$ cat config.mk
export PLATFORM = sky130hd
export DESIGN_NAME = round_robin_time_slice_scheduler_flat
export DESIGN_NICKNAME = d
export VERILOG_FILES = /design/src/rtl/rrts_pkg.sv /design/src/rtl/rrts_if.sv /design/src/rtl/rrts_cell.sv /design/src/rtl/round_robin_time_slice_scheduler.sv /design/src/flat_wrapper.sv
export VERILOG_INCLUDE_DIRS = /design/src /design/src/rtl
export SDC_FILE = /design/constraint.sdc
export NUM_CORES = 2
export LEC_CHECK = 0
export BUFFER_PORTS_ARGS = -buffer_cell sky130_fd_sc_hd__clkbuf_2
export CAP_MARGIN = 40
export CORE_ASPECT_RATIO = 0.9
export CORE_MARGIN = 2
export CORE_UTILIZATION = 55
export CTS_CLUSTER_SIZE = 20
export DETAILED_ROUTE_END_ITERATION = 6
export HOLD_SLACK_MARGIN = 0.03
export PLACE_DENSITY = 0.71
export SYNTH_ARGS = -nofsm -noshare
export SYNTH_HDL_FRONTEND = slang
export SYNTH_HIERARCHICAL = 1
export SYNTH_SLANG_ARGS = --single-unit
$ cat constraint.sdc
create_clock -name clk -period 6.2 [get_ports clk]
set_input_delay 0.31 -clock clk [delete_from_list [all_inputs] [get_ports clk]]
set_output_delay 0.31 -clock clk [all_outputs]
set_load 0.1 [all_outputs]
$ cat src/rtl/round_robin_time_slice_scheduler_macros.svh
// Assertion macros for the round-robin time-slice scheduler.
// Used by the top level only; expects clk and rst_n in scope.
`ifndef ROUND_ROBIN_TIME_SLICE_SCHEDULER_MACROS_SVH
`define ROUND_ROBIN_TIME_SLICE_SCHEDULER_MACROS_SVH

// same-cycle implication, off during reset
`define RRTS_AST(lbl, ante, cons) \
  lbl: assert property (@(posedge clk) disable iff (!rst_n) (ante) |-> (cons)) \
    else $error("rrts: check failed");

// next-cycle implication, off during reset
`define RRTS_AST_NXT(lbl, ante, cons) \
  lbl: assert property (@(posedge clk) disable iff (!rst_n) (ante) |=> (cons)) \
    else $error("rrts: check failed");

`endif

$ cat src/rtl/rrts_pkg.sv
// Package for the round-robin time-slice scheduler: sizes, codes, cell structs.
// No dependencies.
`timescale 1ns / 1ps
`default_nettype none

package rrts_pkg;

  localparam int MAX_PROCESSES = 16;
  localparam int TIME_WIDTH    = 16;
  localparam int IDX_W         = $clog2(MAX_PROCESSES);
  localparam int CNT_W         = $clog2(MAX_PROCESSES + 1);
  localparam int SLICE_W       = 8;
  localparam int STATUS_W      = 2;

  localparam logic [SLICE_W-1:0] SLICE_RESET = SLICE_W'(1);

  // input word kinds
  localparam logic KIND_LOAD = 1'b0;
  localparam logic KIND_TICK = 1'b1;

  // result status codes
  typedef enum logic [STATUS_W-1:0] {
    ST_LOADED  = 2'd0,
    ST_FULL    = 2'd1,
    ST_SERVED  = 2'd2,
    ST_NOREADY = 2'd3
  } status_t;

  // broadcast control from the sequencer to every cell
  typedef struct packed {
    logic               seed_go;   // place the scan token at the start cell
    logic               shift;     // move the token one cell on
    logic               clr;       // drop the token
    logic               scan;      // scan in progress, a hit is served
    logic [SLICE_W-1:0] slice_len;
  } cell_ctrl_t;

  // per-cell report back to the sequencer
  typedef struct packed {
    logic                  hit;    // token here on a ready entry
    logic                  fin;    // entry finishes with this slice
    logic [TIME_WIDTH-1:0] sum;    // executed time after this slice
  } cell_stat_t;

endpackage

`default_nettype wire

$ cat src/rtl/rrts_if.sv
// Handshake interfaces for the scheduler: input word, result word, config write.
// Depends on rrts_pkg.
`timescale 1ns / 1ps
`default_nettype none

interface rrts_in_if;
  logic                           valid;
  logic                           ready;
  logic                           kind;
  logic [rrts_pkg::TIME_WIDTH-1:0] req_ticks;

  modport source (output valid, kind, req_ticks, input ready);
  modport sink   (input valid, kind, req_ticks, output ready);
endinterface

interface rrts_out_if;
  logic                            valid;
  logic                            ready;
  logic [rrts_pkg::STATUS_W-1:0]   status;
  logic [rrts_pkg::IDX_W-1:0]      index;
  logic [rrts_pkg::TIME_WIDTH-1:0] run_ticks;
  logic                            finished;
  logic                            all_done;

  modport source (output valid, status, index, run_ticks, finished, all_done,
                  input ready);
  modport sink   (input valid, status, index, run_ticks, finished, all_done,
                  output ready);
endinterface

interface rrts_cfg_if;
  logic                         valid;
  logic                         ready;
  logic [rrts_pkg::SLICE_W-1:0] data;

  modport source (output valid, data, input ready);
  modport sink   (input valid, data, output ready);
endinterface

`default_nettype wire

$ cat src/rtl/rrts_cell.sv
// One process-entry cell: required time, executed time, finished mark, scan token.
// Depends on rrts_pkg.
`timescale 1ns / 1ps
`default_nettype none

module rrts_cell (
  input  wire logic                            clk,
  input  wire logic                            rst_n,
  input  wire rrts_pkg::cell_ctrl_t            ctrl,
  input  wire logic                            valid,      // entry is loaded
  input  wire logic                            seed,       // this cell starts the scan
  input  wire logic                            load_en,
  input  wire logic [rrts_pkg::TIME_WIDTH-1:0] load_need,
  input  wire logic                            tok_in,     // token from the neighbor
  output logic                                 tok_out,
  output rrts_pkg::cell_stat_t                 stat
);

  logic                            tok_r;
  logic                            fin_r;
  logic [rrts_pkg::TIME_WIDTH-1:0] need_r;
  logic [rrts_pkg::TIME_WIDTH-1:0] done_r;
  logic [rrts_pkg::TIME_WIDTH:0]   raw_sum;
  logic                            serve;

  // saturating add of the slice, finish compare
  always_comb begin
    raw_sum   = {1'b0, done_r} + (rrts_pkg::TIME_WIDTH + 1)'(ctrl.slice_len);
    stat.hit  = tok_r & valid & ~fin_r;
    stat.sum  = raw_sum[rrts_pkg::TIME_WIDTH] ? '1 : raw_sum[rrts_pkg::TIME_WIDTH-1:0];
    stat.fin  = (stat.sum >= need_r);
    serve     = ctrl.scan & stat.hit;
  end

  assign tok_out = tok_r;

  // token and finished mark
  always_ff @(posedge clk) begin
    if (!rst_n) begin
      tok_r <= 1'b0;
      fin_r <= 1'b0;
    end else begin
      if (ctrl.clr) begin
        tok_r <= 1'b0;
      end else if (ctrl.seed_go) begin
        tok_r <= seed;
      end else if (ctrl.shift) begin
        tok_r <= tok_in & valid;
      end
      if (load_en) begin
        fin_r <= 1'b0;
      end else if (serve && stat.fin) begin
        fin_r <= 1'b1;
      end
    end
  end

  // entry times
  always_ff @(posedge clk) begin
    if (load_en) begin
      need_r <= load_need;
      done_r <= '0;
    end else if (serve) begin
      done_r <= stat.sum;
    end
  end

endmodule

`default_nettype wire

$ cat src/rtl/round_robin_time_slice_scheduler.sv
// Round-robin time-slice scheduler: one word in, one result word out.
// A load, or a tick on an empty table, gives a registered result straight from idle; other
// ticks move the scan token from the turn pointer until it finds a ready entry or ends.
// Throughput: one word in flight; next word accepted the cycle after the result is taken.
// rst_n (sync, active low) empties the table, clears pointer and counts,
// sets the slice length to 1. Depends on rrts_pkg, rrts_if, rrts_cell, macros header.
`timescale 1ns / 1ps
`default_nettype none
`include "round_robin_time_slice_scheduler_macros.svh"

module round_robin_time_slice_scheduler (
  input  wire logic  clk,
  input  wire logic  rst_n,
  rrts_in_if.sink    in_bus,
  rrts_out_if.source out_bus,
  rrts_cfg_if.sink   cfg_bus
);

  localparam int N = rrts_pkg::MAX_PROCESSES;

  typedef enum logic {
    S_IDLE,
    S_SCAN
  } state_t;

  state_t                             state_r;
  logic [rrts_pkg::CNT_W-1:0]         cnt_r;
  logic [rrts_pkg::CNT_W-1:0]         fcnt_r;
  logic [rrts_pkg::CNT_W-1:0]         step_r;
  logic [rrts_pkg::IDX_W-1:0]         ptr_r;
  logic [rrts_pkg::SLICE_W-1:0]       slice_r;
  logic                               out_valid_r;
  rrts_pkg::status_t                  out_status_r;
  logic [rrts_pkg::IDX_W-1:0]         out_index_r;
  logic [rrts_pkg::TIME_WIDTH-1:0]    out_time_r;
  logic                               out_fin_r;
  logic                               out_all_r;

  rrts_pkg::cell_ctrl_t               ctrl;
  rrts_pkg::cell_stat_t               stat [N];
  logic [N-1:0]                       tok_vec;
  logic [N-1:0]                       hit_vec;
  logic [N-1:0]                       valid_vec;
  logic [N-1:0]                       seed_vec;
  logic [N-1:0]                       load_vec;
  logic [N-1:0]                       tok_in_vec;

  logic                               in_fire;
  logic                               is_load;
  logic                               tbl_full;
  logic [rrts_pkg::IDX_W-1:0]         start_idx;
  logic [rrts_pkg::IDX_W-1:0]         last_idx;
  logic                               any_hit;
  logic                               last_step;
  logic [rrts_pkg::IDX_W-1:0]         srv_idx;
  logic [rrts_pkg::TIME_WIDTH-1:0]    srv_sum;
  logic                               srv_fin;
  logic [rrts_pkg::CNT_W-1:0]         fcnt_srv;

  // handshakes
  assign in_bus.ready  = (state_r == S_IDLE) && !out_valid_r;
  assign in_fire       = in_bus.valid && in_bus.ready;
  assign is_load       = (in_bus.kind == rrts_pkg::KIND_LOAD);
  assign cfg_bus.ready = 1'b1;

  assign out_bus.valid     = out_valid_r;
  assign out_bus.status    = out_status_r;
  assign out_bus.index     = out_index_r;
  assign out_bus.run_ticks = out_time_r;
  assign out_bus.finished  = out_fin_r;
  assign out_bus.all_done  = out_all_r;

  // scan start and ring wrap point
  assign tbl_full  = (cnt_r == rrts_pkg::CNT_W'(N));
  assign start_idx = (rrts_pkg::CNT_W'(ptr_r) < cnt_r) ? ptr_r : '0;
  assign last_idx  = rrts_pkg::IDX_W'(cnt_r - 1'b1);
  assign any_hit   = |hit_vec;
  assign last_step = (step_r == cnt_r - 1'b1);
  assign fcnt_srv  = fcnt_r + rrts_pkg::CNT_W'(srv_fin);

  // cell control
  always_comb begin
    ctrl.seed_go   = in_fire && !is_load && (cnt_r != '0);
    ctrl.scan      = (state_r == S_SCAN);
    ctrl.clr       = ctrl.scan && (any_hit || last_step);
    ctrl.shift     = ctrl.scan && !any_hit && !last_step;
    ctrl.slice_len = slice_r;
  end

  // per-cell selects and neighbor links
  always_comb begin
    for (int i = 0; i < N; i++) begin
      valid_vec[i] = (rrts_pkg::CNT_W'(i) < cnt_r);
      seed_vec[i]  = (rrts_pkg::IDX_W'(i) == start_idx);
      load_vec[i]  = in_fire && is_load && !tbl_full &&
                     (rrts_pkg::IDX_W'(i) == cnt_r[rrts_pkg::IDX_W-1:0]);
      hit_vec[i]   = stat[i].hit;
      tok_in_vec[i] = (i == 0) ? tok_vec[last_idx] : tok_vec[(i + N - 1) % N];
    end
  end

  // gather the served cell's report
  always_comb begin
    srv_idx = '0;
    srv_sum = '0;
    srv_fin = 1'b0;
    for (int i = 0; i < N; i++) begin
      if (stat[i].hit) begin
        srv_idx = srv_idx | rrts_pkg::IDX_W'(i);
        srv_sum = srv_sum | stat[i].sum;
        srv_fin = srv_fin | stat[i].fin;
      end
    end
  end

  // cell row
  for (genvar g = 0; g < N; g++) begin : g_cell
    rrts_cell u_cell (
      .clk       (clk),
      .rst_n     (rst_n),
      .ctrl      (ctrl),
      .valid     (valid_vec[g]),
      .seed      (seed_vec[g]),
      .load_en   (load_vec[g]),
      .load_need (in_bus.req_ticks),
      .tok_in    (tok_in_vec[g]),
      .tok_out   (tok_vec[g]),
      .stat      (stat[g])
    );
  end

  // sequencer, counters and result register
  always_ff @(posedge clk) begin
    if (!rst_n) begin
      state_r     <= S_IDLE;
      cnt_r       <= '0;
      fcnt_r      <= '0;
      step_r      <= '0;
      ptr_r       <= '0;
      slice_r     <= rrts_pkg::SLICE_RESET;
      out_valid_r <= 1'b0;
    end else begin
      if (cfg_bus.valid) begin
        slice_r <= cfg_bus.data;
      end
      if (out_valid_r && out_bus.ready) begin
        out_valid_r <= 1'b0;
      end
      case (state_r)
        S_IDLE: begin
          if (in_fire) begin
            if (is_load) begin
              out_valid_r <= 1'b1;
              out_time_r  <= '0;
              out_fin_r   <= 1'b0;
              if (tbl_full) begin
                out_status_r <= rrts_pkg::ST_FULL;
                out_index_r  <= '0;
                out_all_r    <= (fcnt_r == cnt_r);
              end else begin
                out_status_r <= rrts_pkg::ST_LOADED;
                out_index_r  <= cnt_r[rrts_pkg::IDX_W-1:0];
                out_all_r    <= (fcnt_r == cnt_r + 1'b1);
                cnt_r        <= cnt_r + 1'b1;
              end
            end else if (cnt_r == '0) begin
              out_valid_r  <= 1'b1;
              out_status_r <= rrts_pkg::ST_NOREADY;
              out_index_r  <= '0;
              out_time_r   <= '0;
              out_fin_r    <= 1'b0;
              out_all_r    <= (fcnt_r == cnt_r);
            end else begin
              step_r  <= '0;
              state_r <= S_SCAN;
            end
          end
        end
        S_SCAN: begin
          if (any_hit) begin
            out_valid_r  <= 1'b1;
            out_status_r <= rrts_pkg::ST_SERVED;
            out_index_r  <= srv_idx;
            out_time_r   <= srv_sum;
            out_fin_r    <= srv_fin;
            out_all_r    <= (fcnt_srv == cnt_r);
            fcnt_r       <= fcnt_srv;
            ptr_r        <= (srv_idx == rrts_pkg::IDX_W'(N - 1)) ? '0 : srv_idx + 1'b1;
            state_r      <= S_IDLE;
          end else if (last_step) begin
            out_valid_r  <= 1'b1;
            out_status_r <= rrts_pkg::ST_NOREADY;
            out_index_r  <= '0;
            out_time_r   <= '0;
            out_fin_r    <= 1'b0;
            out_all_r    <= (fcnt_r == cnt_r);
            state_r      <= S_IDLE;
          end else begin
            step_r <= step_r + 1'b1;
          end
        end
        default: begin
          state_r <= S_IDLE;
        end
      endcase
    end
  end

  // checks
  `RRTS_AST(a_one_token_hit, 1'b1, $onehot0(hit_vec))
  `RRTS_AST(a_scan_no_pending, state_r == S_SCAN, !out_valid_r)
  `RRTS_AST(a_fin_le_count, 1'b1, fcnt_r <= cnt_r)
  `RRTS_AST_NXT(a_hit_served, ctrl.scan && any_hit, out_valid_r && out_status_r == rrts_pkg::ST_SERVED)

endmodule

`default_nettype wire

$ cat src/flat_wrapper.sv
// flat-port wrapper written by rule: the top's interface ports become plain ports
module round_robin_time_slice_scheduler_flat 
  (clk, rst_n, in_bus_valid, in_bus_kind, in_bus_req_ticks, in_bus_ready, out_bus_valid, out_bus_status, out_bus_index, out_bus_run_ticks, out_bus_finished, out_bus_all_done, out_bus_ready, cfg_bus_valid, cfg_bus_data, cfg_bus_ready);
  rrts_in_if in_bus_i ();
  rrts_out_if out_bus_i ();
  rrts_cfg_if cfg_bus_i ();
  input  wire logic clk;
  input  wire logic rst_n;
  input wire logic [$bits(in_bus_i.valid)-1:0] in_bus_valid;
  input wire logic [$bits(in_bus_i.kind)-1:0] in_bus_kind;
  input wire logic [$bits(in_bus_i.req_ticks)-1:0] in_bus_req_ticks;
  output wire logic [$bits(in_bus_i.ready)-1:0] in_bus_ready;
  output wire logic [$bits(out_bus_i.valid)-1:0] out_bus_valid;
  output wire logic [$bits(out_bus_i.status)-1:0] out_bus_status;
  output wire logic [$bits(out_bus_i.index)-1:0] out_bus_index;
  output wire logic [$bits(out_bus_i.run_ticks)-1:0] out_bus_run_ticks;
  output wire logic [$bits(out_bus_i.finished)-1:0] out_bus_finished;
  output wire logic [$bits(out_bus_i.all_done)-1:0] out_bus_all_done;
  input wire logic [$bits(out_bus_i.ready)-1:0] out_bus_ready;
  input wire logic [$bits(cfg_bus_i.valid)-1:0] cfg_bus_valid;
  input wire logic [$bits(cfg_bus_i.data)-1:0] cfg_bus_data;
  output wire logic [$bits(cfg_bus_i.ready)-1:0] cfg_bus_ready;
  assign in_bus_i.valid = in_bus_valid;
  assign in_bus_i.kind = in_bus_kind;
  assign in_bus_i.req_ticks = in_bus_req_ticks;
  assign in_bus_ready = in_bus_i.ready;
  assign out_bus_valid = out_bus_i.valid;
  assign out_bus_status = out_bus_i.status;
  assign out_bus_index = out_bus_i.index;
  assign out_bus_run_ticks = out_bus_i.run_ticks;
  assign out_bus_finished = out_bus_i.finished;
  assign out_bus_all_done = out_bus_i.all_done;
  assign out_bus_i.ready = out_bus_ready;
  assign cfg_bus_i.valid = cfg_bus_valid;
  assign cfg_bus_i.data = cfg_bus_data;
  assign cfg_bus_ready = cfg_bus_i.ready;
  round_robin_time_slice_scheduler u_core (.clk(clk), .rst_n(rst_n), .in_bus(in_bus_i), .out_bus(out_bus_i), .cfg_bus(cfg_bus_i));
endmodule
Word-level counts from Yosys, hierarchy flattened
Index checks and enable logic that the tools add are counted.
Widths: inputs -> output; s select.
- word-level logic and storage cells: 513
- input port bits: 30
- output and inout bits: 27
- register bits: 597
- bitwise gates (word level): 114
- equality and inequality tests: 43
- reduce and logical (&&, ||, !) cells: 74
- add/subtract/negate cells: 21
- multiplexer cells: 151
- magnitude comparators: 34
- operator list (cell ; count):
    $mux 16 ; 37
    $add 16x8->17 ; 16
    $ge 16x16->1 ; 16
    $or 16x16->16 ; 15
    $mux 1 ; 73
    $and 1x1->1 ; 64
    $eq 4x4->1 const A ; 16
    $mux 4 ; 16
    $logic_and 1x1->1 ; 42
    $lt 4x5->1 const A ; 8
    $reduce_or 2->1 ; 17
    $eq 3x4->1 const A ; 8
    $pmux 16 s2 ; 1
    $mux 5 ; 5
    $eq 5x5->1 ; 4
    $lt 3x5->1 const A ; 4
    $not 1->1 ; 20
    $eq 2x4->1 const A ; 4
    $reduce_or 16->1 ; 1
    $or 1x1->1 ; 15
    $mux 2 ; 7
    $mux 3 ; 4
    $add 5x1->5 const B ; 2
    $lt 1x5->1 const A ; 2
    26 further kinds ; 40

Depth between registers and ports, before layout
- word-level depth: 38
- gate-level depth with buffers: 24
- gate-level depth less buffers: 23

Modules after synthesis
The synthesis kept the hierarchy.
- modules (own cells, without submodules) (module ; instances ; seq. area each (µm²) ; area an instance (µm²) ; cells an instance):
    rrts_cell at u_core.g_cell[0].u_cell ... ; 12 ; 840.8 ; 2217.1 ; 237
    round_robin_time_slice_scheduler ; 1 ; 1301.2 ; 4869.7 ; 563
    rrts_cell at u_core.g_cell[10].u_cell ... ; 2 ; 840.8 ; 2240.9 ; 239
    rrts_cell at u_core.g_cell[9].u_cell ; 1 ; 840.8 ; 2249.7 ; 240
    rrts_cell at u_core.g_cell[8].u_cell ; 1 ; 840.8 ; 2183.3 ; 239

Worst setup path before layout
OpenSTA, ideal clock, no wires.
- kind: flip-flop to flip-flop
- start: register u_core/slice_r[1] (netlist bit)
- end: register u_core.out_all_r, in the netlist u_core/out_bus.all_done (data pin)
- buffers on the path: 0
- cell stages (with the launch flop): 23
- library setup time: 0.132 ns
- data required time: 6.068 ns
- path slack: 0.541 ns
- period minus slack after synthesis: 5.659 ns
- arrival time: 5.527 ns
- path through: dfxtp_1 -> fa_1 -> a211oi_1 -> o21a_4 -> a2111oi_4 -> nor2_1 -> a41oi_1 -> ha_1 -> a21oi_1 -> o21a_1 -> o211a_1 -> a221o_1 -> nand2_1 -> a22o_1 -> a221oi_1 -> and3_1 -> nand4_1 -> ha_1 -> and3_1 -> nor3_1 -> a21oi_1 -> nor4_1 -> o32a_1
- RTL lines (item ; RTL line ; RTL):
    start: declaration ; round_robin_time_slice_scheduler.sv:31 ; logic [rrts_pkg::SLICE_W-1:0] slice_r;
    start signal: assignment ; round_robin_time_slice_scheduler.sv:140 ; slice_r <= rrts_pkg::SLICE_RESET;
    start signal: assignment ; round_robin_time_slice_scheduler.sv:144 ; slice_r <= cfg_bus.data;
    end signal: assignment ; round_robin_time_slice_scheduler.sv:159 ; out_all_r <= (fcnt_r == cnt_r);
    end signal: assignment ; round_robin_time_slice_scheduler.sv:163 ; out_all_r <= (fcnt_r == cnt_r + 1'b1);
    end signal: assignment ; round_robin_time_slice_scheduler.sv:172 ; out_all_r <= (fcnt_r == cnt_r);
    end: declaration ; round_robin_time_slice_scheduler.sv:37 ; logic out_all_r;

==> flow_metrics.tcl <==
set metrics [dict create \
    outcome "finished with violations" \
    violations "design-rule violations" \
    synth_xor_area_share_pct 2.93 \
    drv_cap 0 \
    setup_violations 0 \
    hold_class "input pin to flop" \
    clock_tree.buffer_depth 3 \
    r2r_cells 23 \
    synth-adder-area-share_pct 13.0 \
    layout.cells.most_common "a21oi_1" \
    p_leak_nw 18.8 \
    dieWidth_um 290 \
    cts_inserted_buffers 71 \
    gp_congestion 1.05 \
    avgRoutedWirePerCell_um 25.9 \
    yosysWarnings 6 \
    r2r-start "u_core/slice_r[0]" \
    synth_top_family_by_area "compound AO/OA/AOI/OAI gates" \
    grt_pass1_vias 32400 \
    maxSlewViolCount 0 \
    placed_cells 5348 \
    finalPower_mw 11.9 \
    syn2layout_area_growth_pct 10.9 \
    grt_overflow 0 \
    hpwl_mm 103 \
    worstSetupPathType "flop to flop" \
    end_kind "flop" \
    final_cell_mix "a21oi_1 (397), ha_1 (395), inv_1 (362), nand2_1 (358), dfxtp_1 (315)" \
    synthMuxAreaShare_pct 0.815 \
    hp-start "cfg_bus_data[0]" \
    num_rows 94 \
    drive_gt1_share_pct 11.4 \
    grt.total_usage_pct 36.8 \
    vias 36700 \
    whs_path_depth 3 \
    setup_tns_ns 0 \
    die_h_um 261 \
    start_util_pct 55.4 \
    io_pins 57 \
    drtPass1Iterations 7 \
    syn_inst 4364 \
    yosys_register_bits 597 \
    hold_end "u_core/slice_r[0]" \
    clock_latency_ns 0.63 \
    grt_pass1_wl_mm 208 \
    cp_data_required_time_ns 6.69 \
    p_per_area_nw_per_um2 266 \
    timing.hold.ws_ns 0.0715 \
    maxSlewHeadroom_pct 33.9 \
    clk_pin_slew_ns 0.06 \
    synth_edf_count 280 \
    drtIter0Drc 5074 \
    totalWireLength_mm 142 \
    drc 4 \
    rrSetupSlack_ns 0.11 \
    critPathMaxFanout 14 \
    synth_compound_area_share_pct 25.9 \
    worstPathArrival_ns 6.58 \
    ys.flop_type "dfxtp_1" \
    cts_tree "built" \
    ys_async_sr_fraction_pct 0 \
    ir_drop_mv 0.234 \
    synth_fp_nets 4805 \
    design.core.area_um2 72900 \
    antenna_left 0 \
    period_share_pct 98.3 \
    fmaxAchievable_ghz 0.164 \
    reg2reg_to "u_core/out_bus.all_done" \
    yosys.area_share.simple_pct 14.6 \
    start_kind "flop" \
    portBuffers 55 \
    stdcell_count 5488 \
    antenna_found_initial 12 \
    h-tree-depth 3 \
    worst_slew_pin_slew_ns 0.991 \
    root_buffer "clkbuf_16" \
    ys_types 102 \
    fin_crit_ns 6.09 \
    cts.sinks 597 \
    avgViaCountPerCell 6.68 \
    syn_area_per_cell_um2 9.26 \
    ys_seq_area_share_pct 36.5 \
    hold_violations 0 \
    syn-cell-area_um2 40400 \
    finalNetCount 4909 \
    grt_max_degree 48 \
    skew_ns 0.0211 \
    final_util_pct 61.4 \
    die-area_um2 75600 \
]
synthesized netlist by cell type, drive strengths merged, types with 54 or more instances:
library cell / n / share of area, %
a31oi: 132 / 2.1
a211oi: 102 / 2.1
dfxtp: 317 / 16
edfxtp: 280 / 21
nand3: 74 / 0.95
a21oi: 401 / 5.0
o21ai: 143 / 1.8
buf: 86 / 1.6
xnor2: 79 / 1.7
nor2: 308 / 2.9
ha: 395 / 12
a21o: 54 / 1.0
inv: 363 / 3.4
and3: 69 / 1.1
nand2: 361 / 3.4
and2: 58 / 0.93
xor2: 56 / 1.2
clkbuf: 117 / 1.1
o211ai: 65 / 1.3
a311oi: 135 / 3.1
nor3: 88 / 1.1
logic make-up after synthesis:
group / after synthesis
AO/OA/AOI/OAI: 1428
AND/OR/NAND/NOR: 1197
flip-flops: 597
buffers and inverters: 569
adder cells (fa/ha/maj): 411
XOR/XNOR: 135
multiplexers: 26
other: 1
registers in the layout, indices dropped and copies added, names as in the netlist, 2 cells and up:
| name | flops |
|---|---|
| u_core/slice_r | 8 |
| u_core/out_bus.index | 4 |
| u_core/out_bus.run_ticks | 16 |
| u_core/g_cell.u_cell/tok_out | 16 |
| u_core/g_cell.u_cell/fin_r | 16 |
| u_core/out_bus.status | 2 |
| u_core/step_r | 5 |
| u_core/ptr_r | 4 |
| u_core/fcnt_r | 5 |
| u_core/g_cell.u_cell/done_r | 256 |
| u_core/g_cell.u_cell/need_r | 256 |
| u_core/cnt_r | 5 |
critical path: stages (launching register included):
cell and delay [ns]:
dfxtp_1 0.32, buf_4 0.24, ha_1 0.27, fa_1 0.44, a211oi_1 0.33, o21a_4 0.24, a2111o_1 0.46, nand2b_1 0.36
ha_1 0.40, o21ai_0 0.23, a21oi_1 0.07, o31ai_1 0.28, a221o_1 0.22, nand2_1 0.09, a22oi_1 0.32, and3_1 0.22
nand4_1 0.09, buf_4 0.18, ha_1 0.22, and3_1 0.24, nor3_1 0.17, a21oi_1 0.07, nor4_1 0.30, o32a_1 0.21
report_power, final:
group          leakage, nW  switching [mW]  internal [mW]
clock network         1.17            1.79           2.55
logic                 12.5            2.07           1.06
registers             5.12           0.172           4.28
stage by stage:
step                      area (µm²)  setup WS [ns]
final                          44800          0.106
after global routing           44800       -0.00697
after CTS                      44800          0.132
after detailed placement       42300          0.157
after global placement         42100          0.220
after floorplan                40400          0.541
final cells by class:
type / instances / area, µm²
Sequential cell: 597 / 14800
Clock inverter: 42 / 430
Inverter: 364 / 1370
Clock buffer: 89 / 1960
Timing Repair Buffer: 236 / 1840
Tap cell: 960 / 1200
Multi-Input combinational cell: 3198 / 23200
Fill cell: 6208 / 28100
Antenna cell: 2 / 5.00
layer usage:
layer  track usage (%)  part of all wire, %
met4              18.8                  5.9
met1              51.3                   40
met5              1.06                 0.13
met3              9.76                   13
met2              52.2                   41
how the worst max path moves through the flow:
stage | depth (start not counted) | startpoint | endpoint | slack, ns
after floorplan | 22 | u_core/slice_r[1] | u_core/out_bus.all_done | 0.54
after global placement | 22 | u_core/slice_r[1] | u_core/out_bus.all_done | 0.22
after detailed placement | 22 | u_core/slice_r[1] | u_core/out_bus.all_done | 0.16
after CTS | 22 | u_core/slice_r[1] | u_core/out_bus.all_done | 0.13
after global routing | 23 | u_core/slice_r[0] | u_core/out_bus.all_done | -0.007
final | 23 | u_core/slice_r[0] | u_core/out_bus.all_done | 0.11
repair_timing:
item                                    4_1_cts  5_1_grt
endpoints found under the setup margin        0        2
hold buffers                                  5        0
resized for setup                             0        5
hold endpoints to repair                      5        0
buffers inserted                              0        1
Note: power is estimated with default switching activity, not from simulation.
